<file path="config.mk">
export PLATFORM = sky130hd
export DESIGN_NAME = i2c_master_bit_engine
export DESIGN_NICKNAME = d
export VERILOG_FILES = /design/src/rtl/i2cm_pkg.sv /design/src/rtl/i2cm_core.sv /design/src/rtl/i2cm_out_queue.sv /design/src/rtl/i2c_master_bit_engine.sv
export SDC_FILE = /design/constraint.sdc
export NUM_CORES = 1
export LEC_CHECK = 0
export BUFFER_PORTS_ARGS = -buffer_cell sky130_fd_sc_hd__buf_2
export CAP_MARGIN = 20
export CORE_MARGIN = 4
export CORE_UTILIZATION = 49
export DETAILED_ROUTE_END_ITERATION = 16
export PLACE_DENSITY_LB_ADDON = 0.2
export RECOVER_POWER = 100
export SYNTH_ARGS = -nofsm -noshare
export SYNTH_HDL_FRONTEND = slang
export SYNTH_SLANG_ARGS = --single-unit
</file>
<file path="constraint.sdc">
create_clock -name clock -period 4.49 [get_ports clock]
set_clock_uncertainty 0.05 [all_clocks]
set_input_delay 0.2245 -clock clock [delete_from_list [all_inputs] [get_ports clock]]
set_output_delay 0.2245 -clock clock [all_outputs]
set_load 0.02 [all_outputs]
</file>
<file path="src/rtl/i2cm_pkg.sv">
`timescale 1ns / 1ps

package i2cm_pkg;

   localparam int BITS_PER_BYTE = 8;
   localparam int BIT_IDX_W     = $clog2(BITS_PER_BYTE) + 1;
   localparam int TICK_W        = 16;

   localparam int CSR_IDX_W = 2;
   localparam logic [CSR_IDX_W-1:0] CSR_LOW_TICKS   = 2'd0;
   localparam logic [CSR_IDX_W-1:0] CSR_HIGH_TICKS  = 2'd1;
   localparam logic [CSR_IDX_W-1:0] CSR_SETUP_TICKS = 2'd2;

   localparam logic [TICK_W-1:0] TICKS_RESET = 16'd4;

   typedef enum logic [2:0] {
      CMD_TICK  = 3'd0,
      CMD_START = 3'd1,
      CMD_WRITE = 3'd2,
      CMD_READ  = 3'd3,
      CMD_STOP  = 3'd4
   } cmd_type;

   typedef enum logic [13:0] {
      PH_IDLE    = 14'b00000000000001,
      PH_ST_A    = 14'b00000000000010,
      PH_ST_B    = 14'b00000000000100,
      PH_ST_C    = 14'b00000000001000,
      PH_W_LOW   = 14'b00000000010000,
      PH_W_HIGH  = 14'b00000000100000,
      PH_WA_LOW  = 14'b00000001000000,
      PH_WA_HIGH = 14'b00000010000000,
      PH_R_LOW   = 14'b00000100000000,
      PH_R_HIGH  = 14'b00001000000000,
      PH_RA_LOW  = 14'b00010000000000,
      PH_RA_HIGH = 14'b00100000000000,
      PH_SP_A    = 14'b01000000000000,
      PH_SP_B    = 14'b10000000000000
   } phase_type;

   // Line drive bits: bit 0 pulls SCL low, bit 1 pulls SDA low.
   localparam logic [1:0] DRV_NONE = 2'b00;
   localparam logic [1:0] DRV_SCL  = 2'b01;
   localparam logic [1:0] DRV_SDA  = 2'b10;
   localparam logic [1:0] DRV_BOTH = 2'b11;

   typedef struct packed {
      logic [TICK_W-1:0] low_ticks;
      logic [TICK_W-1:0] high_ticks;
      logic [TICK_W-1:0] setup_ticks;
   } timing_type;

   typedef struct packed {
      logic       scl_low;
      logic       sda_low;
      logic       busy_res;
      logic       done_res;
      logic [7:0] rx_byte;
      logic       nack;
   } result_type;

endpackage

</file>
<file path="src/rtl/i2cm_core.sv">
`timescale 1ns / 1ps

module i2cm_core
   import i2cm_pkg::*;
(
   input  logic       clock,
   input  logic       reset,
   input  timing_type timing,
   input  logic       tick_en,
   input  logic [2:0] req_type,
   input  logic [7:0] tx_byte,
   input  logic       final_byte,
   input  logic       sda_in,
   output result_type result
);

   phase_type              phase_ff, phase_in;
   logic [TICK_W-1:0]      tick_ff, tick_in;
   logic [BIT_IDX_W-1:0]   bit_ff, bit_in;
   logic [7:0]             shift_ff, shift_in;
   logic [1:0]             drive_ff, drive_in;
   logic                   ack_ff, ack_in;
   logic                   nack_ff, nack_in;
   logic [7:0]             rx_ff, rx_in;
   logic                   done;
   logic [TICK_W:0]        tick_next;
   logic [TICK_W-1:0]      phase_len;
   logic [7:0]             shift_wr;
   logic [7:0]             shift_rd;
   logic [BIT_IDX_W-1:0]   bit_next;
   logic                   byte_more;

   always_comb begin
      unique case (phase_ff)
         PH_ST_B, PH_ST_C, PH_SP_A, PH_SP_B: begin
            phase_len = timing.setup_ticks;
         end
         PH_ST_A, PH_W_LOW, PH_WA_LOW, PH_R_LOW, PH_RA_LOW: begin
            phase_len = timing.low_ticks;
         end
         default: begin
            phase_len = timing.high_ticks;
         end
      endcase
   end

   assign tick_next = {1'b0, tick_ff} + {{TICK_W{1'b0}}, 1'b1};
   assign shift_wr  = {shift_ff[6:0], 1'b0};
   assign shift_rd  = {shift_ff[6:0], sda_in};
   assign bit_next  = bit_ff + {{(BIT_IDX_W-1){1'b0}}, 1'b1};
   assign byte_more = bit_next < BIT_IDX_W'(BITS_PER_BYTE);

   always_comb begin
      phase_in = phase_ff;
      tick_in  = tick_ff;
      bit_in   = bit_ff;
      shift_in = shift_ff;
      drive_in = drive_ff;
      ack_in   = ack_ff;
      nack_in  = nack_ff;
      rx_in    = rx_ff;
      done     = 1'b0;
      if (phase_ff == PH_IDLE) begin
         tick_in = '0;
         priority case (req_type)
            CMD_START: begin
               phase_in = PH_ST_A;
               drive_in = DRV_SCL | (drive_ff & DRV_SDA);
            end
            CMD_WRITE: begin
               shift_in = tx_byte;
               bit_in   = '0;
               phase_in = PH_W_LOW;
               drive_in = tx_byte[7] ? DRV_SCL : DRV_BOTH;
            end
            CMD_READ: begin
               shift_in = '0;
               bit_in   = '0;
               ack_in   = final_byte;
               phase_in = PH_R_LOW;
               drive_in = DRV_SCL;
            end
            CMD_STOP: begin
               phase_in = PH_SP_A;
               drive_in = DRV_BOTH;
            end
            default: begin
               tick_in = tick_ff;
            end
         endcase
      end else if (tick_next < {1'b0, phase_len}) begin
         tick_in = tick_next[TICK_W-1:0];
      end else begin
         tick_in = '0;
         unique case (phase_ff)
            PH_ST_A: begin
               phase_in = PH_ST_B;
               drive_in = DRV_NONE;
            end
            PH_ST_B: begin
               phase_in = PH_ST_C;
               drive_in = DRV_SDA;
            end
            PH_ST_C: begin
               phase_in = PH_IDLE;
               drive_in = DRV_BOTH;
               done     = 1'b1;
            end
            PH_W_LOW: begin
               phase_in = PH_W_HIGH;
               drive_in = drive_ff & DRV_SDA;
            end
            PH_W_HIGH: begin
               shift_in = shift_wr;
               bit_in   = bit_next;
               if (byte_more) begin
                  phase_in = PH_W_LOW;
                  drive_in = shift_wr[7] ? DRV_SCL : DRV_BOTH;
               end else begin
                  phase_in = PH_WA_LOW;
                  drive_in = DRV_SCL;
               end
            end
            PH_WA_LOW: begin
               phase_in = PH_WA_HIGH;
               drive_in = DRV_NONE;
            end
            PH_WA_HIGH: begin
               nack_in  = sda_in;
               phase_in = PH_IDLE;
               drive_in = DRV_SCL;
               done     = 1'b1;
            end
            PH_R_LOW: begin
               phase_in = PH_R_HIGH;
               drive_in = DRV_NONE;
            end
            PH_R_HIGH: begin
               shift_in = shift_rd;
               bit_in   = bit_next;
               if (byte_more) begin
                  phase_in = PH_R_LOW;
                  drive_in = DRV_SCL;
               end else begin
                  phase_in = PH_RA_LOW;
                  drive_in = ack_ff ? DRV_SCL : DRV_BOTH;
               end
            end
            PH_RA_LOW: begin
               phase_in = PH_RA_HIGH;
               drive_in = drive_ff & DRV_SDA;
            end
            PH_RA_HIGH: begin
               rx_in    = shift_ff;
               phase_in = PH_IDLE;
               drive_in = DRV_SCL;
               done     = 1'b1;
            end
            PH_SP_A: begin
               phase_in = PH_SP_B;
               drive_in = DRV_SDA;
            end
            PH_SP_B: begin
               phase_in = PH_IDLE;
               drive_in = DRV_NONE;
               done     = 1'b1;
            end
            default: begin
               phase_in = PH_IDLE;
            end
         endcase
      end
   end

   always_ff @(posedge clock) begin
      if (reset) begin
         phase_ff <= PH_IDLE;
         tick_ff  <= '0;
         bit_ff   <= '0;
         shift_ff <= '0;
         drive_ff <= DRV_NONE;
         ack_ff   <= 1'b0;
         nack_ff  <= 1'b0;
         rx_ff    <= '0;
      end else if (tick_en) begin
         phase_ff <= phase_in;
         tick_ff  <= tick_in;
         bit_ff   <= bit_in;
         shift_ff <= shift_in;
         drive_ff <= drive_in;
         ack_ff   <= ack_in;
         nack_ff  <= nack_in;
         rx_ff    <= rx_in;
      end
   end

   assign result.scl_low  = drive_in[0];
   assign result.sda_low  = drive_in[1];
   assign result.busy_res = phase_in != PH_IDLE;
   assign result.done_res = done;
   assign result.rx_byte  = rx_in;
   assign result.nack     = nack_in;

endmodule

</file>
<file path="src/rtl/i2cm_out_queue.sv">
`timescale 1ns / 1ps

module i2cm_out_queue
   import i2cm_pkg::*;
(
   input  logic       clock,
   input  logic       reset,
   input  logic       push,
   input  result_type push_data,
   output logic       ready,
   output logic       out_valid,
   input  logic       out_ready,
   output result_type out_data
);

   result_type slot0_ff, slot0_in;
   result_type slot1_ff, slot1_in;
   logic [1:0] count_ff, count_in;
   logic       pop;

   assign ready     = count_ff != 2'd2;
   assign out_valid = count_ff != 2'd0;
   assign out_data  = slot0_ff;
   assign pop       = out_valid && out_ready;

   always_comb begin
      slot0_in = slot0_ff;
      slot1_in = slot1_ff;
      count_in = count_ff;
      unique case (count_ff)
         2'd0: begin
            if (push) begin
               slot0_in = push_data;
               count_in = 2'd1;
            end
         end
         2'd1: begin
            if (push && pop) begin
               slot0_in = push_data;
            end else if (push) begin
               slot1_in = push_data;
               count_in = 2'd2;
            end else if (pop) begin
               count_in = 2'd0;
            end
         end
         default: begin
            if (pop) begin
               slot0_in = slot1_ff;
               count_in = 2'd1;
            end
         end
      endcase
   end

   always_ff @(posedge clock) begin
      if (reset) begin
         count_ff <= 2'd0;
      end else begin
         count_ff <= count_in;
      end
   end

   always_ff @(posedge clock) begin
      slot0_ff <= slot0_in;
      slot1_ff <= slot1_in;
   end

endmodule

</file>
<file path="src/rtl/i2c_master_bit_engine.sv">
`timescale 1ns / 1ps

// Open-drain I2C master bit engine. Each transfer on the req_ channel is one timing tick
// and produces exactly one transfer on the rsp_ channel carrying the SCL and SDA
// drive-low levels after that tick, busy, done, the last received byte and the NACK
// flag. A command (start, write byte, read byte, stop) in req_tuser is taken only when
// the engine is idle and is ignored otherwise. The engine takes one tick per clock while
// req_tready is high; results leave through a two-entry output queue, and req_tready
// drops only when two are waiting. Phase lengths come from the low, high and setup tick
// registers on the csr_ port, which should be written only while the engine is idle.
module i2c_master_bit_engine
   import i2cm_pkg::*;
(
   input  logic                 clock,
   input  logic                 reset,
   input  logic                 csr_we,
   input  logic [CSR_IDX_W-1:0] csr_index,
   input  logic [TICK_W-1:0]    csr_wdata,
   input  logic                 req_tvalid,
   output logic                 req_tready,
   // [7:0] tx_byte, [8] sda_in, [15:9] zero
   input  logic [15:0]          req_tdata,
   // [2:0] req_type
   input  logic [2:0]           req_tuser,
   input  logic                 req_tlast,
   output logic                 rsp_tvalid,
   input  logic                 rsp_tready,
   // [0] scl_low, [1] sda_low, [2] busy_res, [10:3] rx_byte, [11] nack, [15:12] zero
   output logic [15:0]          rsp_tdata,
   output logic                 rsp_tlast
);

   timing_type timing_ff;
   result_type result;
   result_type head;
   logic       tick_en;

   always_ff @(posedge clock) begin
      if (reset) begin
         timing_ff.low_ticks   <= TICKS_RESET;
         timing_ff.high_ticks  <= TICKS_RESET;
         timing_ff.setup_ticks <= TICKS_RESET;
      end else if (csr_we) begin
         priority case (csr_index)
            CSR_LOW_TICKS:   timing_ff.low_ticks   <= csr_wdata;
            CSR_HIGH_TICKS:  timing_ff.high_ticks  <= csr_wdata;
            CSR_SETUP_TICKS: timing_ff.setup_ticks <= csr_wdata;
            default: begin
            end
         endcase
      end
   end

   assign tick_en = req_tvalid && req_tready;

   i2cm_core u_core (
      .clock      (clock),
      .reset      (reset),
      .timing     (timing_ff),
      .tick_en    (tick_en),
      .req_type   (req_tuser),
      .tx_byte    (req_tdata[7:0]),
      .final_byte (req_tlast),
      .sda_in     (req_tdata[8]),
      .result     (result)
   );

   i2cm_out_queue u_queue (
      .clock     (clock),
      .reset     (reset),
      .push      (tick_en),
      .push_data (result),
      .ready     (req_tready),
      .out_valid (rsp_tvalid),
      .out_ready (rsp_tready),
      .out_data  (head)
   );

   assign rsp_tdata = {4'b0000, head.nack, head.rx_byte, head.busy_res,
                       head.sda_low, head.scl_low};
   assign rsp_tlast = head.done_res;

endmodule

</file>
==> metrics.cfg <==
[status]
status = finished, final reports clean

[critical_path]
critical_path_arrival_ns = 4.67
startpoint_type = flop
cpPeakStageDelay_ns = 0.54
end_kind = flop
timing.rr.start = u_core.phase_ff[7]
crit_path_frequent_cell = buf_6
critPathMaxFanout = 8
r2r_end = u_core.rx_ff[2]
worstPathRequired_ns = 4.71
crit_type = flop to flop
crit_family = simple AND/OR/NAND/NOR gates
slowest_stage = or4_4
critPathBufInv = 6
rrSetupSlack_ns = 0.04
r2r_cells = 19
path_cells = or4_4 -> buf_6 -> nor4_4 -> nand2b_4 -> buf_6 -> buf_8 -> a22o_1 -> a21oi_2 -> ha_1 -> o21a_1 -> nor2_1 -> a2111o_1 -> and3_4 -> buf_6 -> buf_8 -> a2111oi_4 -> buf_12 -> mux2i_2 -> nor2_1

[floorplanning]
die-area_sq_mm = 0.0163
core_sq_mm = 0.0139
start_util_pct = 50.4
die_y_um = 128
io_pins = 62
rows = 43
die_w_um = 128

[cells_and_area]
multiInputGateArea_sq_mm = 0.00405
ff_latch_area_sq_mm = 0.00286
drive_gt1_share_pct = 24.1
finish.instance_area_sq_mm = 0.00871
synthToLayoutAreaGrowth_pct = 24.2
mostFrequentLayoutCells = nand2_1, a21oi_1, dfxtp_1
fill_cells = 1188
nets = 979
diodes = 0
fin_util_pct = 62.5
layout.cells.most_common = nand2_1

[synthesis]
syn_avg_cell_area_sq_um = 8.49
yosys_warnings = 0
ys_ff_latch = 130
synth_edf_count = 26
synth.cell_area_sq_mm = 0.00702
syn_inst = 826
synthDistinctLibCells = 70
ys_seq_area_share_pct = 40.8
ys.flop_type = dfxtp_1
async_reset_ff_share_pct = 0

[run]
maxCapViolations = 0

[routing]
postRouteWirelength_mm = 20.1
met2_length_mm = 9.64
routed.top_layer = met4
met1_length_mm = 8.95
vias = 6562
ant_nets = 0
viasPerCell = 5.90
drt-initial-drc-count = 546
wl_met3_mm = 1.07
drcViolationCount = 0
wl_per_cell_um = 18.1
drt_pass1_iterations = 5

[timing]
tightest_slew_ns = 1.12
finalCriticalPeriod_ns = 4.45
timing.final.ws_setup_ns = 0.0420
finalCritPeriodShare_pct = 99.1
fmax_mhz = 225
setup_violations = 0
maxSlewHeadroom_pct = 24.8
hold_viol = 0
rsz0062_at_grt = yes
setup_tns_ns = 0
finalMaxSlewViolations = 0

[place]
post-place-ws_ns = -0.0960
port_buffers = 50
gp_congestion = 0.904
hpwlAfterDp_mm = 13.6
post_dp_cell_area_sq_mm = 0.00777

[power]
p_per_area_mw_per_mm2 = 370
p_total_uw = 3220
irDropWorstVdd_mv = 0.240
power.leakage_uw = 0.00328

[grt]
grt_max_degree = 93
grt_usage_pct = 25.2
overflow = 0
grt_pass1_wl_mm = 33.3
grt_pass1_vias = 6607
antenna_found_initial = 0

[clocking]
root_buffer = clkbuf_16
htree_num_levels = 4
cts.path.max_buffers = 2
numCtsBuffers = 17
clock_sinks = 130
clkTransAtPathRegs_ns = 0.06
insertion_delay_ns = 0.43
tritoncts = yes

[worst_hold_path]
hold_path_class = input port to flop
holdPathStages = 3
hp-start = csr_wdata[5]
whs_endpoint = timing_ff[37]

[worst max-delay path by stage]
stage / start / end / cells after the start
finish: u_core.phase_ff[7] / u_core.rx_ff[2] / 19
global route: u_core.phase_ff[7] / u_core.rx_ff[0] / 19
detailed placement: u_core.phase_ff[0] / u_queue.out_data[5] / 15
global placement: u_core.phase_ff[1] / u_queue.out_data[2] / 17
CTS: u_core.phase_ff[6] / u_queue.out_data[6] / 17
floorplan: u_core.phase_ff[1] / u_queue.out_data[7] / 19
[logic make-up after synthesis]
| family | share of synthesized area, % |
|---|---|
| mux | 6.78 |
| compound gates | 17.8 |
| xor+xnor | 2.50 |
| simple gates | 24.4 |
| buf+inv | 4.55 |
| flops | 40.8 |
| fa+ha+maj | 3.03 |
| other cells | 0.0534 |
[state kept, by name (all words and copies together) (netlist names)]
name              flops
timing_ff            48
u_core.tick_ff       16
u_core.phase_ff      14
u_queue.out_data     13
u_queue.slot1_ff     13
u_core.rx_ff          8
u_core.shift_ff       8
u_core.bit_ff         4
u_core.drive_ff       2
u_queue.count_ff      2
u_core.ack_ff         1
u_core.nack_ff        1
[worst reg2reg max path, cell delays in order (launching register included)]
cell and delay, ns:
dfxtp_2 0.32, or4_4 0.54, buf_6 0.14, nor4_4 0.30, nand2b_4 0.21, buf_6 0.14, buf_8 0.13, a22o_1 0.15
a21oi_2 0.05, ha_1 0.32, o21a_1 0.13, nor2_1 0.04, a2111o_1 0.43, and3_4 0.22, buf_6 0.12, buf_8 0.12
a2111oi_4 0.40, buf_12 0.19, mux2i_2 0.22, nor2_1 0.05
[layout make-up]
cell class | count | area share [%]
clock buffers | 18 | 4.93
clock inverters | 14 | 1.80
inverters | 10 | 0.431
multi-input cells | 627 | 46.4
flip-flops and latches | 130 | 32.9
well taps | 180 | 2.59
repair buffers | 133 | 11.0
[Yosys cell counts, types with 3 or more instances]
master	instances	area share [%]
nand2_1	145	7.8
nand4_1	14	1.2
ha_1	17	3.0
buf_6	3	0.48
and3_1	3	0.27
buf_1	4	0.21
or3_1	5	0.45
a32oi_1	4	0.50
buf_4	4	0.43
nand4b_1	5	0.62
nor2b_1	12	1.1
o211ai_1	3	0.32
o21ai_0	26	1.9
inv_1	8	0.43
xnor2_1	14	1.7
nand3_1	39	2.8
a21oi_1	108	7.7
nor3_1	21	1.5
or2_2	3	0.27
a22o_1	15	1.9
a211oi_1	3	0.32
nor2_1	43	2.3
buf_2	9	0.64
xor2_1	6	0.75
nand3b_1	8	0.86
clkbuf_1	42	2.2
nor3b_1	3	0.32
mux2i_1	16	2.3
a31oi_1	6	0.54
and3b_1	4	0.50
and2_1	6	0.54
mux2_2	28	4.5
nor4b_1	6	0.75
nand2b_1	8	0.71
nor4_1	7	0.62
edfxtp_1	26	11
dfxtp_1	104	30
or4_1	5	0.54
[metal layers]
layer  global-route usage, %  vias to the layer above
li1                        -                     3154
met1                    32.7                     3132
met2                    41.5                      234
met3                    5.79                       42
met4                    9.11                        0
met5                       0                        -
[metrics by stage]
| step | hold slack [ns] | cells |
|---|---|---|
| 5_1_grt | 0.00569 | 1112 |
| 2_1_floorplan | 0.247 | 829 |
| 6_report | 0.00811 | 1112 |
| 3_5_place_dp | 0.397 | 1064 |
| 4_1_cts | 0.000267 | 1106 |
| 3_3_place_gp | 0.375 | 1063 |
[where the power goes]
group | internal [uW] | total, uW | switching [uW]
clock | 824 | 1370 | 545
sequential | 1240 | 1270 | 27.7
combinational | 221 | 583 | 362
total | 2290 | 3220 | 935
[timing repair]
action,CTS,global route
pin swaps,3,22
endpoints found under the hold margin,10,0
hold buffers,7,0
endpoints found under the setup margin,19,66
buffers inserted,3,6
gates resized for setup,13,41
Power figures use the tool's default switching activity.
